`src/rtl/hbm_pkg.sv`:
```
package hbm_pkg;

  localparam int FRACTION_BITS = 16;

  typedef logic signed [31:0] fx_t;
  typedef logic signed [33:0] opd_t;
  typedef logic signed [67:0] wide_t;

  localparam fx_t FX_MAX = 32'sh7fff_ffff;
  localparam fx_t FX_MIN = 32'sh8000_0000;
  localparam fx_t FX_ONE = fx_t'(64'sd1 <<< FRACTION_BITS);
  localparam int  MUL_RND = (1 << FRACTION_BITS) >> 1;

  localparam fx_t         LEFT_RST  = -32'sd65536;
  localparam fx_t         RIGHT_RST = 32'sd65536;
  localparam logic [30:0] MASS_RST  = 31'd65536;
  localparam logic [30:0] HALF_RST  = 31'd3277;

  localparam int DIV_NW = 32 + FRACTION_BITS;
  localparam int DIV_CW = $clog2(DIV_NW + 1);

  localparam logic [63:0] TWO_PI_Q61 = 64'hC90F_DAA2_2168_C235;
  localparam int          TP_SHIFT   = 61 - 2 * FRACTION_BITS;
  localparam logic [63:0] TWO_PI_FX  = ((TWO_PI_Q61 >> (TP_SHIFT - 1)) + 64'd1) >> 1;
  localparam int          MOD_STEPS  = 63 - 2 * FRACTION_BITS;
  localparam int          ANG_RSH    = (2 * FRACTION_BITS >= 30) ? 2 * FRACTION_BITS - 30 : 0;
  localparam int          ANG_LSH    = (2 * FRACTION_BITS >= 30) ? 0 : 30 - 2 * FRACTION_BITS;

  localparam logic signed [35:0] PI_Q30      = 36'sd3373259426;
  localparam logic signed [35:0] HALF_PI_Q30 = 36'sd1686629713;
  localparam logic signed [35:0] TWO_PI_Q30  = 36'sd6746518852;
  localparam logic signed [33:0] CORDIC_GAIN = 34'sd652032874;
  localparam int CORDIC_STEPS = 30;
  localparam int CORDIC_RS    = 30 - FRACTION_BITS;
  localparam int CORDIC_RND   = (1 << CORDIC_RS) >> 1;
  localparam int CNT_W = ($clog2(MOD_STEPS) > 5) ? $clog2(MOD_STEPS) : 5;

  typedef enum logic [1:0] {
    CFG_LEFT, CFG_RIGHT, CFG_MASS, CFG_HALF
  } cfg_idx_e;

  typedef enum logic [1:0] {
    DV_IDLE, DV_RUN, DV_FIN
  } dv_state_e;

  typedef enum logic [2:0] {
    CS_IDLE, CS_MOD, CS_FOLD, CS_ROT, CS_OUT
  } cs_state_e;

  typedef enum logic [1:0] {
    BK_IDLE, BK_ISSUE, BK_MULW, BK_WAIT
  } bk_state_e;

  typedef enum logic [2:0] {
    OP_MUL, OP_DIV, OP_SC, OP_ADD, OP_AVG, OP_ACC
  } op_e;

  typedef enum logic [4:0] {
    S_MW, S_MW2, S_K, S_WD, S_SC,
    S_AVG, S_SH, S_D, S_Q, S_TA, S_TB, S_TC, S_PH,
    S_XA, S_XB, S_X, S_PA, S_PB, S_PC, S_P,
    S_DIFF, S_CD, S_PRE, S_ERR, S_T, S_SUM, S_ACC
  } step_e;

  typedef enum logic [3:0] {
    R_MW, R_MW2, R_K, R_WD, R_CSN, R_X, R_P, R_SH, R_D, R_Q,
    R_TA, R_TB, R_TC, R_PH1, R_PH2, R_TMP
  } dst_e;

  typedef struct packed {
    logic [30:0] frequency;
    fx_t         coupling;
    fx_t         position_in;
    fx_t         momentum_in;
    logic        fwd_first;
    logic        bwd_first;
    logic        fwd_second;
    logic        bwd_second;
    fx_t         ref_phase_first;
    fx_t         ref_phase_second;
    logic        last_mode;
  } in_item_t;

  typedef struct packed {
    fx_t  position_out;
    fx_t  momentum_out;
    fx_t  total_action;
    logic action_final;
    logic saturated;
  } out_item_t;

  typedef struct packed {
    logic [30:0] w;
    fx_t         c;
    fx_t         x;
    fx_t         p;
    fx_t         pf1;
    fx_t         pb1;
    fx_t         pf2;
    fx_t         pb2;
    fx_t         r1;
    fx_t         r2;
    logic        last;
  } job_t;

  typedef struct packed {
    fx_t  val;
    logic clip;
  } sat_t;

  function automatic sat_t sat32(wide_t v);
    sat_t r;
    if (v > wide_t'(FX_MAX)) begin
      r.val  = FX_MAX;
      r.clip = 1'b1;
    end else if (v < wide_t'(FX_MIN)) begin
      r.val  = FX_MIN;
      r.clip = 1'b1;
    end else begin
      r.val  = v[31:0];
      r.clip = 1'b0;
    end
    return r;
  endfunction

  function automatic opd_t ox(fx_t v);
    return {{2{v[31]}}, v};
  endfunction

  function automatic wide_t wx(opd_t v);
    return {{34{v[33]}}, v};
  endfunction

  function automatic logic signed [35:0] atan_q30(logic [4:0] i);
    logic signed [35:0] r;
    unique case (i)
      5'd0:  r = 36'sd843314857;
      5'd1:  r = 36'sd497837830;
      5'd2:  r = 36'sd263043837;
      5'd3:  r = 36'sd133525159;
      5'd4:  r = 36'sd67021687;
      5'd5:  r = 36'sd33543516;
      5'd6:  r = 36'sd16775851;
      5'd7:  r = 36'sd8388437;
      5'd8:  r = 36'sd4194283;
      5'd9:  r = 36'sd2097149;
      default: r = (i < 5'd30) ? (36'sd1 <<< (5'd30 - i)) : 36'sd0;
    endcase
    return r;
  endfunction

endpackage

```
`src/rtl/hbm_if.sv`:
```
interface hbm_in_if;
  import hbm_pkg::*;
  logic     valid;
  logic     ready;
  in_item_t data;
  modport source(output valid, output data, input ready);
  modport sink(input valid, input data, output ready);
endinterface


```
`src/rtl/hbm_front.sv`:
```
module hbm_front (
  input  logic          clk_i,
  input  logic          rst_ni,
  hbm_in_if.sink        in_i,
  input  logic          cfg_we_i,
  input  logic [1:0]    cfg_idx_i,
  input  logic [31:0]   cfg_data_i,
  input  logic          pop_i,
  output logic          job_valid_o,
  output hbm_pkg::job_t job_o,
  output logic [30:0]   mass_o,
  output logic [30:0]   half_o
);
  import hbm_pkg::*;

  fx_t         left_q, right_q;
  logic [30:0] mass_q, half_q;
  job_t        fifo_q [2];
  logic        wr_ptr_q, rd_ptr_q;
  logic [1:0]  cnt_q;
  logic        push, pop;
  job_t        job_d;
  cfg_idx_e    cfg_idx;

  assign cfg_idx = cfg_idx_e'(cfg_idx_i);

  always_ff @(posedge clk_i or negedge rst_ni) begin
    if (!rst_ni) begin
      left_q  <= LEFT_RST;
      right_q <= RIGHT_RST;
      mass_q  <= MASS_RST;
      half_q  <= HALF_RST;
    end else if (cfg_we_i) begin
      unique case (cfg_idx)
        CFG_LEFT:  left_q  <= cfg_data_i;
        CFG_RIGHT: right_q <= cfg_data_i;
        CFG_MASS:  mass_q  <= cfg_data_i[30:0];
        CFG_HALF:  half_q  <= cfg_data_i[30:0];
        default: ;
      endcase
    end
  end

  assign mass_o = mass_q;
  assign half_o = half_q;

  // resolve the two-level states into positions on entry
  always_comb begin
    job_d.w    = in_i.data.frequency;
    job_d.c    = in_i.data.coupling;
    job_d.x    = in_i.data.position_in;
    job_d.p    = in_i.data.momentum_in;
    job_d.pf1  = in_i.data.fwd_first  ? right_q : left_q;
    job_d.pb1  = in_i.data.bwd_first  ? right_q : left_q;
    job_d.pf2  = in_i.data.fwd_second ? right_q : left_q;
    job_d.pb2  = in_i.data.bwd_second ? right_q : left_q;
    job_d.r1   = in_i.data.ref_phase_first;
    job_d.r2   = in_i.data.ref_phase_second;
    job_d.last = in_i.data.last_mode;
  end

  assign in_i.ready  = cnt_q != 2'd2;
  assign push        = in_i.valid && in_i.ready;
  assign job_valid_o = cnt_q != 2'd0;
  assign pop         = pop_i && job_valid_o;
  assign job_o       = fifo_q[rd_ptr_q];

  always_ff @(posedge clk_i) begin
    if (push) begin
      fifo_q[wr_ptr_q] <= job_d;
    end
  end

  always_ff @(posedge clk_i or negedge rst_ni) begin
    if (!rst_ni) begin
      wr_ptr_q <= 1'b0;
      rd_ptr_q <= 1'b0;
      cnt_q    <= 2'd0;
    end else begin
      if (push) wr_ptr_q <= ~wr_ptr_q;
      if (pop)  rd_ptr_q <= ~rd_ptr_q;
      unique case ({push, pop})
        2'b10:   cnt_q <= cnt_q + 2'd1;
        2'b01:   cnt_q <= cnt_q - 2'd1;
        default: ;
      endcase
    end
  end

endmodule

```
`src/flat_wrapper.sv`:
```
// flat-port wrapper written by rule: the top's interface ports become plain ports
module hbm_front_flat import hbm_pkg::*;
  (clk_i, rst_ni, cfg_we_i, cfg_idx_i, cfg_data_i, pop_i, job_valid_o, job_o, mass_o, half_o, in_i_valid, in_i_data, in_i_ready);
  hbm_in_if in_i_i ();
  input  logic clk_i;
  input  logic rst_ni;
  input  logic cfg_we_i;
  input  logic [1:0] cfg_idx_i;
  input  logic [31:0] cfg_data_i;
  input  logic pop_i;
  output logic job_valid_o;
  output hbm_pkg::job_t job_o;
  output logic [30:0] mass_o;
  output logic [30:0] half_o;
  input wire logic [$bits(in_i_i.valid)-1:0] in_i_valid;
  input wire logic [$bits(in_i_i.data)-1:0] in_i_data;
  output wire logic [$bits(in_i_i.ready)-1:0] in_i_ready;
  assign in_i_i.valid = in_i_valid;
  assign in_i_i.data = in_i_data;
  assign in_i_ready = in_i_i.ready;
  hbm_front u_core (.clk_i(clk_i), .rst_ni(rst_ni), .in_i(in_i_i), .cfg_we_i(cfg_we_i), .cfg_idx_i(cfg_idx_i), .cfg_data_i(cfg_data_i), .pop_i(pop_i), .job_valid_o(job_valid_o), .job_o(job_o), .mass_o(mass_o), .half_o(half_o));
endmodule
```
`config.mk`:
```
export PLATFORM = sky130hd
export DESIGN_NAME = hbm_front_flat
export DESIGN_NICKNAME = d
export VERILOG_FILES = /design/src/rtl/hbm_pkg.sv /design/src/rtl/hbm_if.sv /design/src/rtl/hbm_front.sv /design/src/flat_wrapper.sv
export SDC_FILE = /design/constraint.sdc
export NUM_CORES = 1
export LEC_CHECK = 0
export ABC_AREA = 1
export BUFFER_PORTS_ARGS = -buffer_cell sky130_fd_sc_hd__buf_2
export CAP_MARGIN = 20
export CORE_AREA = 4 4 242 244
export DETAILED_ROUTE_END_ITERATION = 8
export DIE_AREA = 0 0 246 248
export GPL_TIMING_DRIVEN = 0
export MAX_ROUTING_LAYER = met4
export PLACE_DENSITY = 0.76
export RECOVER_POWER = 100
export SLEW_MARGIN = 30
export SYNTH_ARGS = -nofsm -noshare
export SYNTH_HDL_FRONTEND = slang
export SYNTH_SLANG_ARGS = --single-unit
```
`constraint.sdc`:
```
create_clock -name clk_i -period 24.4 [get_ports clk_i]
set_input_delay 2.44 -clock clk_i [delete_from_list [all_inputs] [get_ports clk_i]]
set_output_delay 2.44 -clock clk_i [all_outputs]
set_load 0.01 [all_outputs]
```
==> results.yml <==
cells_and_area:
  proportion_of_layout_cells_with_a_drive_suffix_above_1: 0.103
  flow.area_growth_from_synthesis_pct: 20.6
  most_frequent_standard_cell_in_the_layout_excluding_fill_and_tap_cells: "sky130_fd_sc_hd__nand2_1"
  n_fill_cell: 4450
  post_layout_nonfiller_instances: 4015
  mostFrequentLayoutCells: "1225 x sky130_fd_sc_hd__nand2_1, 640 x sky130_fd_sc_hd__edfxtp_1, 589 x sky130_fd_sc_hd__clkbuf_1, 251 x sky130_fd_sc_hd__o21ai_0, 193 x sky130_fd_sc_hd__buf_2"
  multiInputGateArea_um2: 5950
  sequential_cell_area_um2: 22500
  layout.cell_area.non_filler_um2: 35400
  layout.nets: 3418
floorplan:
  floorplan.rows: 87
  die-height_um: 248
  start_util: 0.521
  floorplan.die_area_um2: 61000
  core_region_area_um2: 56300
  die_x_um: 246
  io_pins: 619
drt:
  totalWireLength_mm: 84.6
  drc_errors: 0
  drt-vias-per-instance: 5.30
  firstDrtPassIters: 8
  routed-via-count: 21292
  drt_first_iter_violations: 2006
  wire_per_inst_um: 21.1
  drtAntennaViolNets: 0
run_status:
  status: "complete, but fails checks"
  failed_checks: "max-capacitance violations, max-slew violations"
worst_setup_path:
  cp_common_cell: "sky130_fd_sc_hd__clkbuf_1"
  cp_data_arrival_time_ns: 8.30
  slowest_delay_ns: 1.06
  timing.critical_path.slowest_stage_cell: "sky130_fd_sc_hd__clkbuf_1"
  critical_path_buf_inv_count: 6
  rr_startpoint: "u_core.cnt_q[0]$_DFFE_PN0P_"
  crit_family: "buffers and inverters"
  reg2reg_setup_slack_ns: 17.65
  path_cells: "clkbuf_1 -> nand2_1 -> nor2_1 -> clkbuf_1 -> clkbuf_1 -> clkbuf_1 -> clkbuf_1 -> clkbuf_1"
  crit_required_ns: 24.60
  path_class: "in2reg"
  ff2ff_path_depth: 9
  startpoint_type: "primary input"
  endpoint_kind: "flip-flop"
  regToRegEndpoint: "u_core.fifo_q[1][93]$_DFFE_PP_"
  timing.critical_path.fanout_max: 23
min_path:
  hold_path.class: "reg2reg"
  min-delay-start: "u_core.left_q[7]$_DFFE_PN0P_"
  holdPathEnd: "u_core.left_q[7]$_DFFE_PN0P_"
  hold_path_depth: 2
cts:
  clock_path_buffers: 3
  clock-sinks: 770
  post-cts-setup-buffer-count: 0
  cts_tree: "done"
  insertion_delay_ns: 0.60
  cts.root.buffer_cell: "sky130_fd_sc_hd__clkbuf_16"
  clock_tree.htree_level_count: 3
  cts_made_buffers: 75
  cts.clk_slew.worst_paths_ns: 0.06
  cts_resized: 0
  cts.hold.buffers_added: 0
synth:
  synth-seq-cells: 770
  ys_seq_area_frac: 0.768
  synthTopCellsByArea: "sky130_fd_sc_hd__edfxtp_1 66%, sky130_fd_sc_hd__nand2_1 16%, sky130_fd_sc_hd__dfrtp_1 9.0%"
  syn-cell-area_um2: 29300
  ys.warnings.count: 0
  avgSynthCellArea_um2: 11.9
  synthesis.nets: 2692
  synth_largest_type_area_fraction: 0.656
  synth.distinct_cells: 21
  synth_instances: 2456
  yosys.area.top_type: "sky130_fd_sc_hd__edfxtp_1"
placed_design:
  number_of_port_buffers: 614
  gp_congestion: 0.885
  post_dp_cell_area_um2: 34300
  place.detailed.instances: 3861
  dp_hpwl_mm: 62.3
grt:
  first_global_vias: 20665
  grt_antenna_before_repair: 14
  grt_start_max_net_pins: 89
  overall_overflow_remaining_after_global_route: 0
  grt_util_all_layers: 0.273
  grt_first_pass_wirelength_mm: 122
timing:
  hold_viol: 0
  worstMarginPinSlew_ns: 4.80
  final.hold.worst_slack_ns: 0.490
  fmax_ghz: 0.123
  final.min_clock_period_ns: 8.10
  finalClockSkew_ns: 0.0165
  number_of_slew_limit_violations_in_the_final_report: 133
  final.period_utilization: 0.332
  totalNegativeSetupSlack_ns: 0
  max_slew_margin: -2.20
  rsz0062_at_grt: "false"
  report.final.setup_viol: 0
power_and_ir_drop:
  p_sw_mw: 1.56
  total_leakage_power_nw: 14.3
  netSwitchingFraction: 0.359
  power.density_cell_area_nw_per_um2: 123
  power_mw: 4.36
  power.sequential.fraction: 0.431
  worst_ir_drop_vdd_v: 0.0000630
  clockPowerShare: 0.268
  intPower_mw: 2.80
  comb_power_share: 0.301
flow_run:
  maxCapViolCount: 2
registers in the layout, indices dropped and copies added (netlist names):
register,flops
u_core.rd_ptr_q,1
u_core.cnt_q,2
u_core.right_q,32
u_core.fifo_q,640
u_core.mass_o,31
u_core.wr_ptr_q,1
u_core.left_q,32
u_core.half_o,31
power groups by stage:
stage          clock (mW)  sequential (mW)  combinational (mW)
2_1_floorplan           0             2.03               0.711
3_3_place_gp            0             2.11                1.34
3_5_place_dp            0             1.89                1.49
4_1_cts              1.18             1.87                1.50
5_1_grt              1.24             1.90                1.43
6_report             1.17             1.88                1.31
synthesized netlist by cell type:
| cell | number |
|---|---|
| sky130_fd_sc_hd__nand3_2 | 1 |
| sky130_fd_sc_hd__nand2_2 | 1 |
| sky130_fd_sc_hd__nor2_1 | 4 |
| sky130_fd_sc_hd__o21ai_1 | 6 |
| sky130_fd_sc_hd__xnor2_1 | 1 |
| sky130_fd_sc_hd__ha_1 | 1 |
| sky130_fd_sc_hd__nand3_1 | 2 |
| sky130_fd_sc_hd__a21oi_1 | 1 |
| sky130_fd_sc_hd__nand3b_4 | 1 |
| sky130_fd_sc_hd__nand3b_2 | 1 |
| sky130_fd_sc_hd__clkbuf_1 | 38 |
| sky130_fd_sc_hd__dfstp_2 | 25 |
| sky130_fd_sc_hd__o21ai_0 | 248 |
| sky130_fd_sc_hd__nand4_1 | 1 |
| sky130_fd_sc_hd__clkbuf_2 | 2 |
| sky130_fd_sc_hd__inv_1 | 70 |
| sky130_fd_sc_hd__dfrtp_1 | 105 |
| sky130_fd_sc_hd__edfxtp_1 | 640 |
| sky130_fd_sc_hd__nand2_1 | 1224 |
| sky130_fd_sc_hd__inv_2 | 1 |
| sky130_fd_sc_hd__buf_2 | 83 |
stage by stage:
stage / worst slack [ns] / utilization
3_3_place_gp: 0.796 / 0.592
6_report: 16.30 / 0.628
5_1_grt: 15.24 / 0.628
4_1_cts: 19.49 / 0.653
3_5_place_dp: 19.82 / 0.609
2_1_floorplan: 7.59 / -
layout make-up:
cell class	count	share of cell area
multi-input combinational	1492	0.168
sequential	770	0.636
clock buffer	102	0.0622
buffer	123	0.0143
inverter	71	0.00754
clock inverter	32	0.00870
timing repair buffer	649	0.0745
antenna	20	0.00142
tap	756	0.0268
metal layers:
| layer | track usage | vias up | share of wire |
|---|---|---|---|
| met5 | - | - | 0 |
| met4 | 0.115 | 0 | 0.041 |
| met3 | 0.0637 | 209 | 0.095 |
| met2 | 0.473 | 1114 | 0.52 |
| met1 | 0.306 | 10293 | 0.35 |
| li1 | - | 9676 | - |
how the worst max path moves through the flow:
stage / startpoint / endpoint / slack, ns / depth (start not counted)
2_1_floorplan: in_i_valid / u_core.fifo_q[1][0]$_DFFE_PP_ / 7.59 / 2
3_3_place_gp: in_i_valid / u_core.fifo_q[1][85]$_DFFE_PP_ / 0.80 / 3
3_5_place_dp: in_i_valid / u_core.fifo_q[0][205]$_DFFE_PP_ / 19.82 / 9
4_1_cts: u_core.rd_ptr_q$_DFFE_PN0P_ / job_o[161] / 19.49 / 7
5_1_grt: rst_ni / u_core.right_q[1]$_DFFE_PN0P_ / 15.24 / 2
6_report: in_i_valid / u_core.fifo_q[1][93]$_DFFE_PP_ / 16.30 / 8
worst min-delay path, cell delays in order (launching register included):
cell	delay, ns
sky130_fd_sc_hd__dfrtp_1	0.34
sky130_fd_sc_hd__nand2_1	0.05
sky130_fd_sc_hd__o21ai_0	0.06
kinds of logic after synthesis:
group / after synthesis / synth area share
simple gates: 1235 / 0.159
flops: 770 / 0.768
compound gates: 255 / 0.0435
buf+inv: 194 / 0.0285
xor+xnor: 1 / 0.000299
fa+ha+maj: 1 / 0.000427
Note: power is estimated with default switching activity, not from simulation.
